## config.mk

```make
export PLATFORM = sky130hd
export DESIGN_NAME = rnt_ram
export DESIGN_NICKNAME = d
export VERILOG_FILES = /design/src/sv/rnt_ram.sv
export SDC_FILE = /design/constraint.sdc
export NUM_CORES = 1
export LEC_CHECK = 0
export BUFFER_PORTS_ARGS = -buffer_cell sky130_fd_sc_hd__buf_2
export CORE_UTILIZATION = 51
export DETAILED_ROUTE_END_ITERATION = 10
export PLACE_DENSITY = 0.68
export SETUP_SLACK_MARGIN = 0.05
export SLEW_MARGIN = 20
export SYNTH_ARGS = -nofsm -noshare
export SYNTH_HDL_FRONTEND = slang
export SYNTH_SLANG_ARGS = --single-unit
```

## constraint.sdc

```tcl
create_clock -name i_clk -period 2.1 [get_ports i_clk]
set_input_delay 0.42 -clock i_clk [delete_from_list [all_inputs] [get_ports i_clk]]
set_output_delay 0.42 -clock i_clk [all_outputs]
set_load 0.01 [all_outputs]
```

## src/sv/rnt_ram.sv

```systemverilog
module rnt_ram #(
    parameter int WIDTH = 8,
    parameter int DEPTH = 16
) (
    input  logic                     i_clk,
    input  logic                     i_wr_en,
    input  logic [$clog2(DEPTH)-1:0] i_wr_addr,
    input  logic [WIDTH-1:0]         i_wr_data,
    input  logic [$clog2(DEPTH)-1:0] i_rd_addr,
    output logic [WIDTH-1:0]         o_rd_data
);

    logic [WIDTH-1:0] r_mem [DEPTH];
    logic [WIDTH-1:0] r_rd_data;

    always_ff @(posedge i_clk) begin
        if (i_wr_en) begin
            r_mem[i_wr_addr] <= i_wr_data;
        end
        r_rd_data <= r_mem[i_rd_addr];
    end

    assign o_rd_data = r_rd_data;

endmodule

```

# ---- After elaboration in Yosys (flattened, before gate mapping)
# Memories as Yosys holds them, arrays and structs flattened. A register that Yosys moved wholly into a read port is not among the register bits.
# Cells that the tools add are included.
dict set report classes {
  mux 2
}
# op count
set ops {}
lappend ops {{1-bit 2-to-1 mux} 2}
dict set report word_totals {
  ff_bits 0
  ramBits 128
  inputBits 18
  n_memories 1
}
# name words word_bits rd rd_clocked_by_memory_dff wr line_no
set mem_list {}
lappend mem_list {r_mem 16 8 1 1 1 13} ;# logic [WIDTH-1:0] r_mem [DEPTH];

# ---- Logic depth before layout (Yosys ltp)
# Gate-level depths: netlist of the first run.
dict set report logic_depth {
  word_depth 2
  mapped_depth 5
  mapped_depth_nobuf 3
}

# ---- Worst setup path after synthesis of the first run
# OpenSTA, ideal clock, no wires.
dict set report synth_timing {
  path_type {input to register}
  startpoint {input port i_wr_addr[2]}
  endpoint {memory r_mem[0][0], enable pin}
  setup_time_ns 0.383
  arrival_ns 1.530
  t_required_ns 1.717
  slack_ns 0.187
  cell_stages 2
  path_cell_list {or3b_2 nor3_1}
}
# element line_no
set synth_rtl {}
lappend synth_rtl {{start: declaration} 7} ;# input logic [$clog2(DEPTH)-1:0] i_wr_addr,
lappend synth_rtl {{end: declaration} 13}
# No word-level cell before the write port.

# ---- Worst setup path after layout of the first run
dict set report layout_timing {
  startpoint {register r_rd_data[6], in the netlist o_rd_data[6] (read register of r_mem)}
  endpoint {output port o_rd_data[6]}
}
# element line_no
set layout_rtl {}
lappend layout_rtl {{start: declaration} 14} ;# logic [WIDTH-1:0] r_rd_data;
lappend layout_rtl {{end: declaration} 10} ;# output logic [WIDTH-1:0] o_rd_data
# No word-level cell between the ends.

==> results by group, run 1 <==
Clock network
  • Post_cts resized: 0
  • Skew-Pair Late Insertion Delay: approximately 0.52 ns
  • Root Buffer: clkbuf_8
  • Clk slew on worst S/H paths: 0.06 ns
  • Clock Tree Buf Depth: 2
  • CTS tree: yes
  • Clock H-tree levels: 4
  • Hold-fix buffers, CTS: 0
  • Number of setup buffers added after CTS: 0
  • Number of buffers created by CTS: 17
  • CTS sink cnt: 136

Placement
  • IO Port Bufs: 25
  • Dpl hpwl: ~6000 um
  • Setup WS pre-CTS: between 0.15 and 0.2 ns
  • Cell total after placement: 402
  • RePlAce Congestion: between 0.7 and 0.8

Cells and area
  • Synthesis-to-finish area growth: 19.69%
  • Filler cell count: 670
  • Layout cells sized above 1: 32.67%
  • Commonest cells after routing, fill and taps aside: edfxtp_1, buf_2, buf_4
  • Nets@finish: just over 300
  • Fin util: between 60% and 70%
  • Commonest non-fill, non-tap cell in the layout: edfxtp_1
  • Antenna cells: 0
  • Non-Filler Instances: approximately 430

Floorplan
  • Die ar.: 10500 um2
  • Top Ports: 26
  • Initial core utilization: 52.66%
  • Die Span Y: roughly 100 um
  • Rows: 36
  • DIE WIDTH: a little over 100 um
  • Area of the core: 9774 um2

Synth
  • Post-synthesis sequential area ratio: approximately 78%
  • Mean Syn Cell Area: 22.48 um2
  • Cells after Synth: about 230
  • Count of cell types in the netlist: 19
  • Synth warnings: 0
  • Yosys reg bits: 136
  • Area of the mapped netlist: around 5100 um2
  • Syn nets: approximately 250

Timing
  • Final Cycle Share: a little over two thirds
  • Minimum clock period: 1.479 ns
  • RSZ-0062 raised after global routing: no
  • Fin. max-slew vios: 0
  • Worst Clk Skew: ~0.011 ns
  • Worst Tran Pin Value: roughly 0.42 ns
  • Final hold viol count: 0
  • Setup_tns: 0 ns
  • Final setup fails: 0
  • Slew Limit Headroom: around 72%
  • Final WS setup: 0.6208 ns
  • Fmax: 0.6761 GHz

Global routing
  • Met3 usage: between 6 and 7%
  • Total gr overflow: 0
  • Vias in the first global route: 2485
  • Total Routing Usage GR: between 20% and 30%
  • Grt met2 use: a little under a third
  • GR peak layer: met2
  • Initial antenna violation count: 0
  • Met1 Use GR: between 20% and 30%
  • Pin count of the biggest net entering global routing: 17
  • First-pass GRT wire length: ~14000 um

Detailed routing
  • Vias per cell: between 5 and 6
  • Routed len/inst: between 20 and 25 um
  • Final WL: 9438 um
  • DR pass1 iterations: 4
  • Vias: 2417
  • Antenna-violating nets left: 0
  • Number of remaining DRC errors: 0
  • Drt initial violations: approximately 130

Worst setup path
  • Top Family by Delay on Critical Path: flip-flops
  • Worst path bufs/invs: 1
  • Crit. End Element: primary output
  • Setup crit start kind: flop
  • Worst path cell trace: buf_2
  • Critical Path Fanout Max: 1
  • Critical Path RT: approximately 1.7 ns
  • Critical path type: reg -> out
  • CP Data Arrival Time: about 1.1 ns
  • Worst path slowest cell: dfxtp_1
  • Max incr delay on CP: 0.39 ns

Outcome
  • Outcome: finished, final reports clean

Power and ir drop
  • PwrDens: slightly above 1000 nW/um2
  • Max IR drop VDD: 0.0005542 V
  • LEAKAGE: about 0.0021 uW

Hold path
  • Hold/Removal Path Class: in -> reg

Job
  • Max cap viols: 0
-- metal layers --
| metal | share of wire (%) | up-vias | wire length [um] |
|---|---|---|---|
| li1 | - | 1089 | - |
| met1 | 43 | 1232 | 4063 |
| met2 | 50 | 84 | 4701 |
| met3 | 5.7 | 12 | 540 |
| met4 | 1.4 | 0 | 132 |
| met5 | 0 | - | 0 |
-- flip-flops by register name (all words and copies together) (netlist names) --
signal,flops
r_mem,128
o_rd_data,8
-- final cells by class --
type | count | area, um2 | area share (%)
clock buffer | 19 | 431.7 | 7.006
clock inverter | 12 | 176.4 | 2.864
multi-input combinational | 83 | 1057 | 17.16
sequential | 136 | 4004 | 64.99
tap | 133 | 166.4 | 2.701
timing repair buffer | 50 | 325.3 | 5.280
-- cell usage after synthesis, drive strengths merged --
cell type / instances / area share, %
clkdlybuf4s25: 3 / 0.58
and2b: 1 / 0.15
nand2b: 2 / 0.24
nor2b: 1 / 0.12
a22oi: 16 / 2.3
nor2: 13 / 0.95
dfxtp: 8 / 3.1
nand3b: 2 / 0.29
edfxtp: 128 / 75
nand3: 1 / 0.097
and2: 1 / 0.12
buf: 7 / 1.1
nor3: 4 / 0.39
nand2: 9 / 0.66
or3b: 1 / 0.17
mux4: 32 / 15
-- kinds of logic (layout without fill, tap and decap cells) --
group                  count (synthesis)  in the layout  synth area share [%]
flip-flops                           136            136                 77.78
buffers and inverters                 10             81                 1.677
multiplexers                          32             32                 15.02
AND/OR/NAND/NOR                       35             35                 3.184
AO/OA/AOI/OAI                         16             16                 2.334
-- stage by stage --
| stage | total power (uW) | hold slack, ns | cell area [um2] |
|---|---|---|---|
| floorplan | 3267 | 0.5189 | 5147 |
| global placement | 3392 | 0.6521 | 5553 |
| detailed placement | 3399 | 0.6639 | 5553 |
| CTS | 6386 | 0.2642 | 6161 |
| global route | 6523 | 0.2744 | 6161 |
| finish | 6334 | 0.2804 | 6161 |
-- where the power goes --
part           leakage (uW)  internal [uW]  switching (uW)  total, uW
combinational      0.000605            127             158        285
clock              0.000284           1950            1050       2990
sequential          0.00122           3040            19.2       3050
total               0.00211           5110            1220       6330
-- path summary, 6_finish.rpt --
path | slack, ns | cells past startpoint | start | endpoint
worst max register to register | 0.72 | 3 | r_mem[3][6]$_DFFE_PP_ | o_rd_data[6]$_DFF_P_
worst min-delay path | 0.28 | 1 | i_wr_data[3] | r_mem[14][3]$_DFFE_PP_
worst min register to register | 0.68 | 3 | r_mem[8][4]$_DFFE_PP_ | o_rd_data[4]$_DFF_P_
worst max-delay path | 0.62 | 1 | o_rd_data[6]$_DFF_P_ | o_rd_data[6]
Note: power is estimated with default switching activity, not from simulation.
==> run 2: changes to the inputs <==
- ABC_AREA: not set -> 1
- clock period: 2.1 -> 1.4 ns (I/O delays scaled with it)
==> run 2 against run 1 <==
First-iteration DRC count increased by 110%. Core utilization decreased by 2.1 points. Sequential power increased by 50%. Via count increased by 59%. Non-clock buffer count increased by 6. Critical path depth unchanged. Die area increased by 12%. Count of clock-buffer cells in the layout increased by 3. Clock skew decreased by 0.0055 ns. Global-route usage increased by 3.7 points. Synthesized cell count increased by 140%. Critical path type unchanged. Critical endpoint is now o_rd_data[3]. Largest cell class unchanged. Largest power group unchanged.
==> results by group, run 2 <==
Outcome
  • Outcome: finished, final reports clean

Power and ir drop
  • Gate power share: under 10%
  • PwrDens: roughly 1300 nW/um2
  • Max IR drop VDD: 0.0009986 V
  • Total net switching power: just under 2000 uW
  • Switch share: a little over a fifth
  • Clock power frac: 41.6%
  • LEAKAGE: a little under 0.003 uW
  • Sequential power share: just over 50%
  • Total Power: roughly 8900 uW
  • Internal: a little under 7000 uW

Clock network
  • Clk slew on worst S/H paths: 0.05 ns
  • CTS tree: yes
  • Hold-fix buffers, CTS: 0
  • Number of buffers created by CTS: 17
  • CTS sink cnt: around 140
  • Number of setup buffers added after CTS: 0
  • Root Buffer: clkbuf_16
  • Post_cts resized: 0
  • Clock H-tree levels: 4
  • Clock Tree Buf Depth: 2
  • Skew-Pair Late Insertion Delay: 0.41 ns

Global routing
  • Met1 Use GR: 31.09%
  • Pin count of the biggest net entering global routing: 33
  • Initial antenna violation count: 0
  • First-pass GRT wire length: approximately 20000 um
  • Met3 usage: under 10%
  • GR peak layer: met2
  • Total gr overflow: 0
  • Vias in the first global route: 3744
  • Grt met2 use: a little under two fifths
  • Total Routing Usage GR: between 20% and 30%

Worst setup path
  • Top Family by Delay on Critical Path: flip-flops
  • Reg2reg path depth: 6
  • CP endpoint: o_rd_data[3]
  • Critical Path RT: about 1.1 ns
  • CP Data Arrival Time: approximately 0.95 ns
  • Worst path cell trace: buf_2
  • Reg-to-reg slack, setup: around 0.34 ns
  • Setup crit start kind: flop
  • Critical Path Fanout Max: 1
  • Worst reg2reg path endpoint: o_rd_data[3]$_DFF_P_
  • Max incr delay on CP: 0.39 ns
  • Worst path bufs/invs: 1
  • Critical path type: reg -> out
  • Reg2reg start: r_mem[12][3]$_DFFE_PP_
  • CP Launch Point: o_rd_data[3]$_DFF_P_
  • Crit path depth: 1
  • Worst path slowest cell: dfxtp_1
  • Crit. End Element: primary output

Synth
  • Count leader, synth: nand2_1
  • Cells after Synth: 551
  • Share of synthesized registers carrying an async set or reset: 0%
  • Share of the synthesized area in the top cell type: between 60 and 70%
  • Mean Syn Cell Area: 10.47 um2
  • Post-synthesis sequential area ratio: between 60% and 70%
  • Synth warnings: 0
  • Most common library cells after synthesis: nand2_1, edfxtp_1, inv_1
  • Yosys reg bits: between 100 and 150
  • Ys flop type: edfxtp_1
  • Synth top area cells: edfxtp_1, nand2_1, nand3_1
  • Area of the mapped netlist: 5767 um2
  • Post-synth top area cell: edfxtp_1
  • Syn nets: between 500 and 600
  • Number of enable flip-flop cells after synthesis: 128
  • Count of cell types in the netlist: 12

Cells and area
  • Layout cells sized above 1: about an eighth
  • Antenna cells: 0
  • Biggest register: r_mem
  • Fin util: ~61%
  • Commonest cells after routing, fill and taps aside: nand2_1, edfxtp_1, inv_1
  • Max FFs per register: around 130
  • Commonest non-fill, non-tap cell in the layout: nand2_1
  • Synthesis-to-finish area growth: 15.51%
  • Nets@finish: a little over 600

Timing
  • Slew Limit Headroom: 73.24%
  • Fmax: between 0.8 and 0.9 GHz
  • Fin. max-slew vios: 0
  • Final Cycle Share: approximately 88%
  • Minimum clock period: ~1.2 ns
  • RSZ-0062 raised after global routing: no
  • Final WS setup: roughly 0.17 ns
  • Setup_tns: 0 ns
  • Worst Clk Skew: ~0.0051 ns
  • Worst Tran Pin Value: between 0.4 and 0.5 ns
  • Final hold viol count: 0
  • Final setup fails: 0
  • Fin Hold WS: ~0.18 ns

Floorplan
  • Die ar.: approximately 12000 um2
  • Top Ports: 26
  • DIE WIDTH: roughly 110 um
  • Initial core utilization: 52.73%
  • Area of the core: approximately 11000 um2
  • Die Span Y: approximately 110 um
  • Rows: 38

Detailed routing
  • Routed len/inst: around 17 um
  • DR pass1 iterations: 5
  • Vias per cell: 5.120
  • Final WL: 12740 um
  • Number of remaining DRC errors: 0
  • Vias: approximately 3900
  • Drt initial violations: about 270
  • Antenna-violating nets left: 0

Job
  • Max cap viols: 0

Hold path
  • Hold/Removal Path Class: in -> reg
  • Hold_sp: i_rd_addr[3]

Placement
  • Setup WS pre-CTS: between 0.02 and 0.03 ns
  • IO Port Bufs: 25
  • Dpl hpwl: a little over 8000 um
  • RePlAce Congestion: roughly 0.88
## run 2: changes by cell type after synthesis, moves of 4 or more
| cell | change |
|---|---|
| nand2_1 | +164 |
| inv_1 | +100 |
| nand3_1 | +96 |
| mux4_2 | -18 |
| a22oi_1 | -16 |
| mux4_1 | -14 |
| buf_2 | +10 |
| nor2_1 | +4 |
| nor3_1 | -4 |
## run 2: final cells by class
| cell class | count | area (um2) |
|---|---|---|
| Timing Repair Buffer | 56 | 407.9 |
| Tap cell | 140 | 175.2 |
| Fill cell | 909 | 4274 |
| Inverter | 102 | 382.9 |
| Multi-Input combinational cell | 289 | 1214 |
| Sequential cell | 136 | 4004 |
| Clock inverter | 8 | 33.78 |
| Clock buffer | 22 | 444.2 |
## run 2: power groups by stage
stage,logic [uW],clock network (uW),registers (uW)
floorplan,321,0,4670
global placement,578,0,4670
detailed placement,589,0,4670
CTS,592,3740,4590
global route,654,3910,4590
finish,591,3680,4590
## run 2: metrics by stage
| step | instance area, um2 | cells |
|---|---|---|
| 6_report | 6661 | 753 |
| 5_1_grt | 6661 | 753 |
| 3_3_place_gp | 6183 | 723 |
| 3_5_place_dp | 6183 | 723 |
| 4_1_cts | 6661 | 753 |
| 2_1_floorplan | 5767 | 551 |
## run 2: worst min path at each step
stage | endpoint | slack (ns) | cells past startpoint
detailed placement | o_rd_data[6]$_DFF_P_ | 0.59 | 3
global route | o_rd_data[6]$_DFF_P_ | 0.18 | 3
global placement | o_rd_data[6]$_DFF_P_ | 0.59 | 3
CTS | o_rd_data[6]$_DFF_P_ | 0.16 | 3
finish | o_rd_data[6]$_DFF_P_ | 0.18 | 3
floorplan | r_mem[0][0]$_DFFE_PP_ | 0.38 | 0
## run 2: layer usage
layer	routed length, um	part of all wire (%)	vias up
met4	410	3.2	0
met2	6131	48	117
li1	-	-	1874
met5	0	0	-
met1	5458	43	1838
met3	739	5.8	26
## run 2: kinds of logic after synthesis
kind of cell | count (synthesis) | synth area share (%)
simple gates | 289 | 21.05
flops | 136 | 69.43
buf+inv | 126 | 9.525
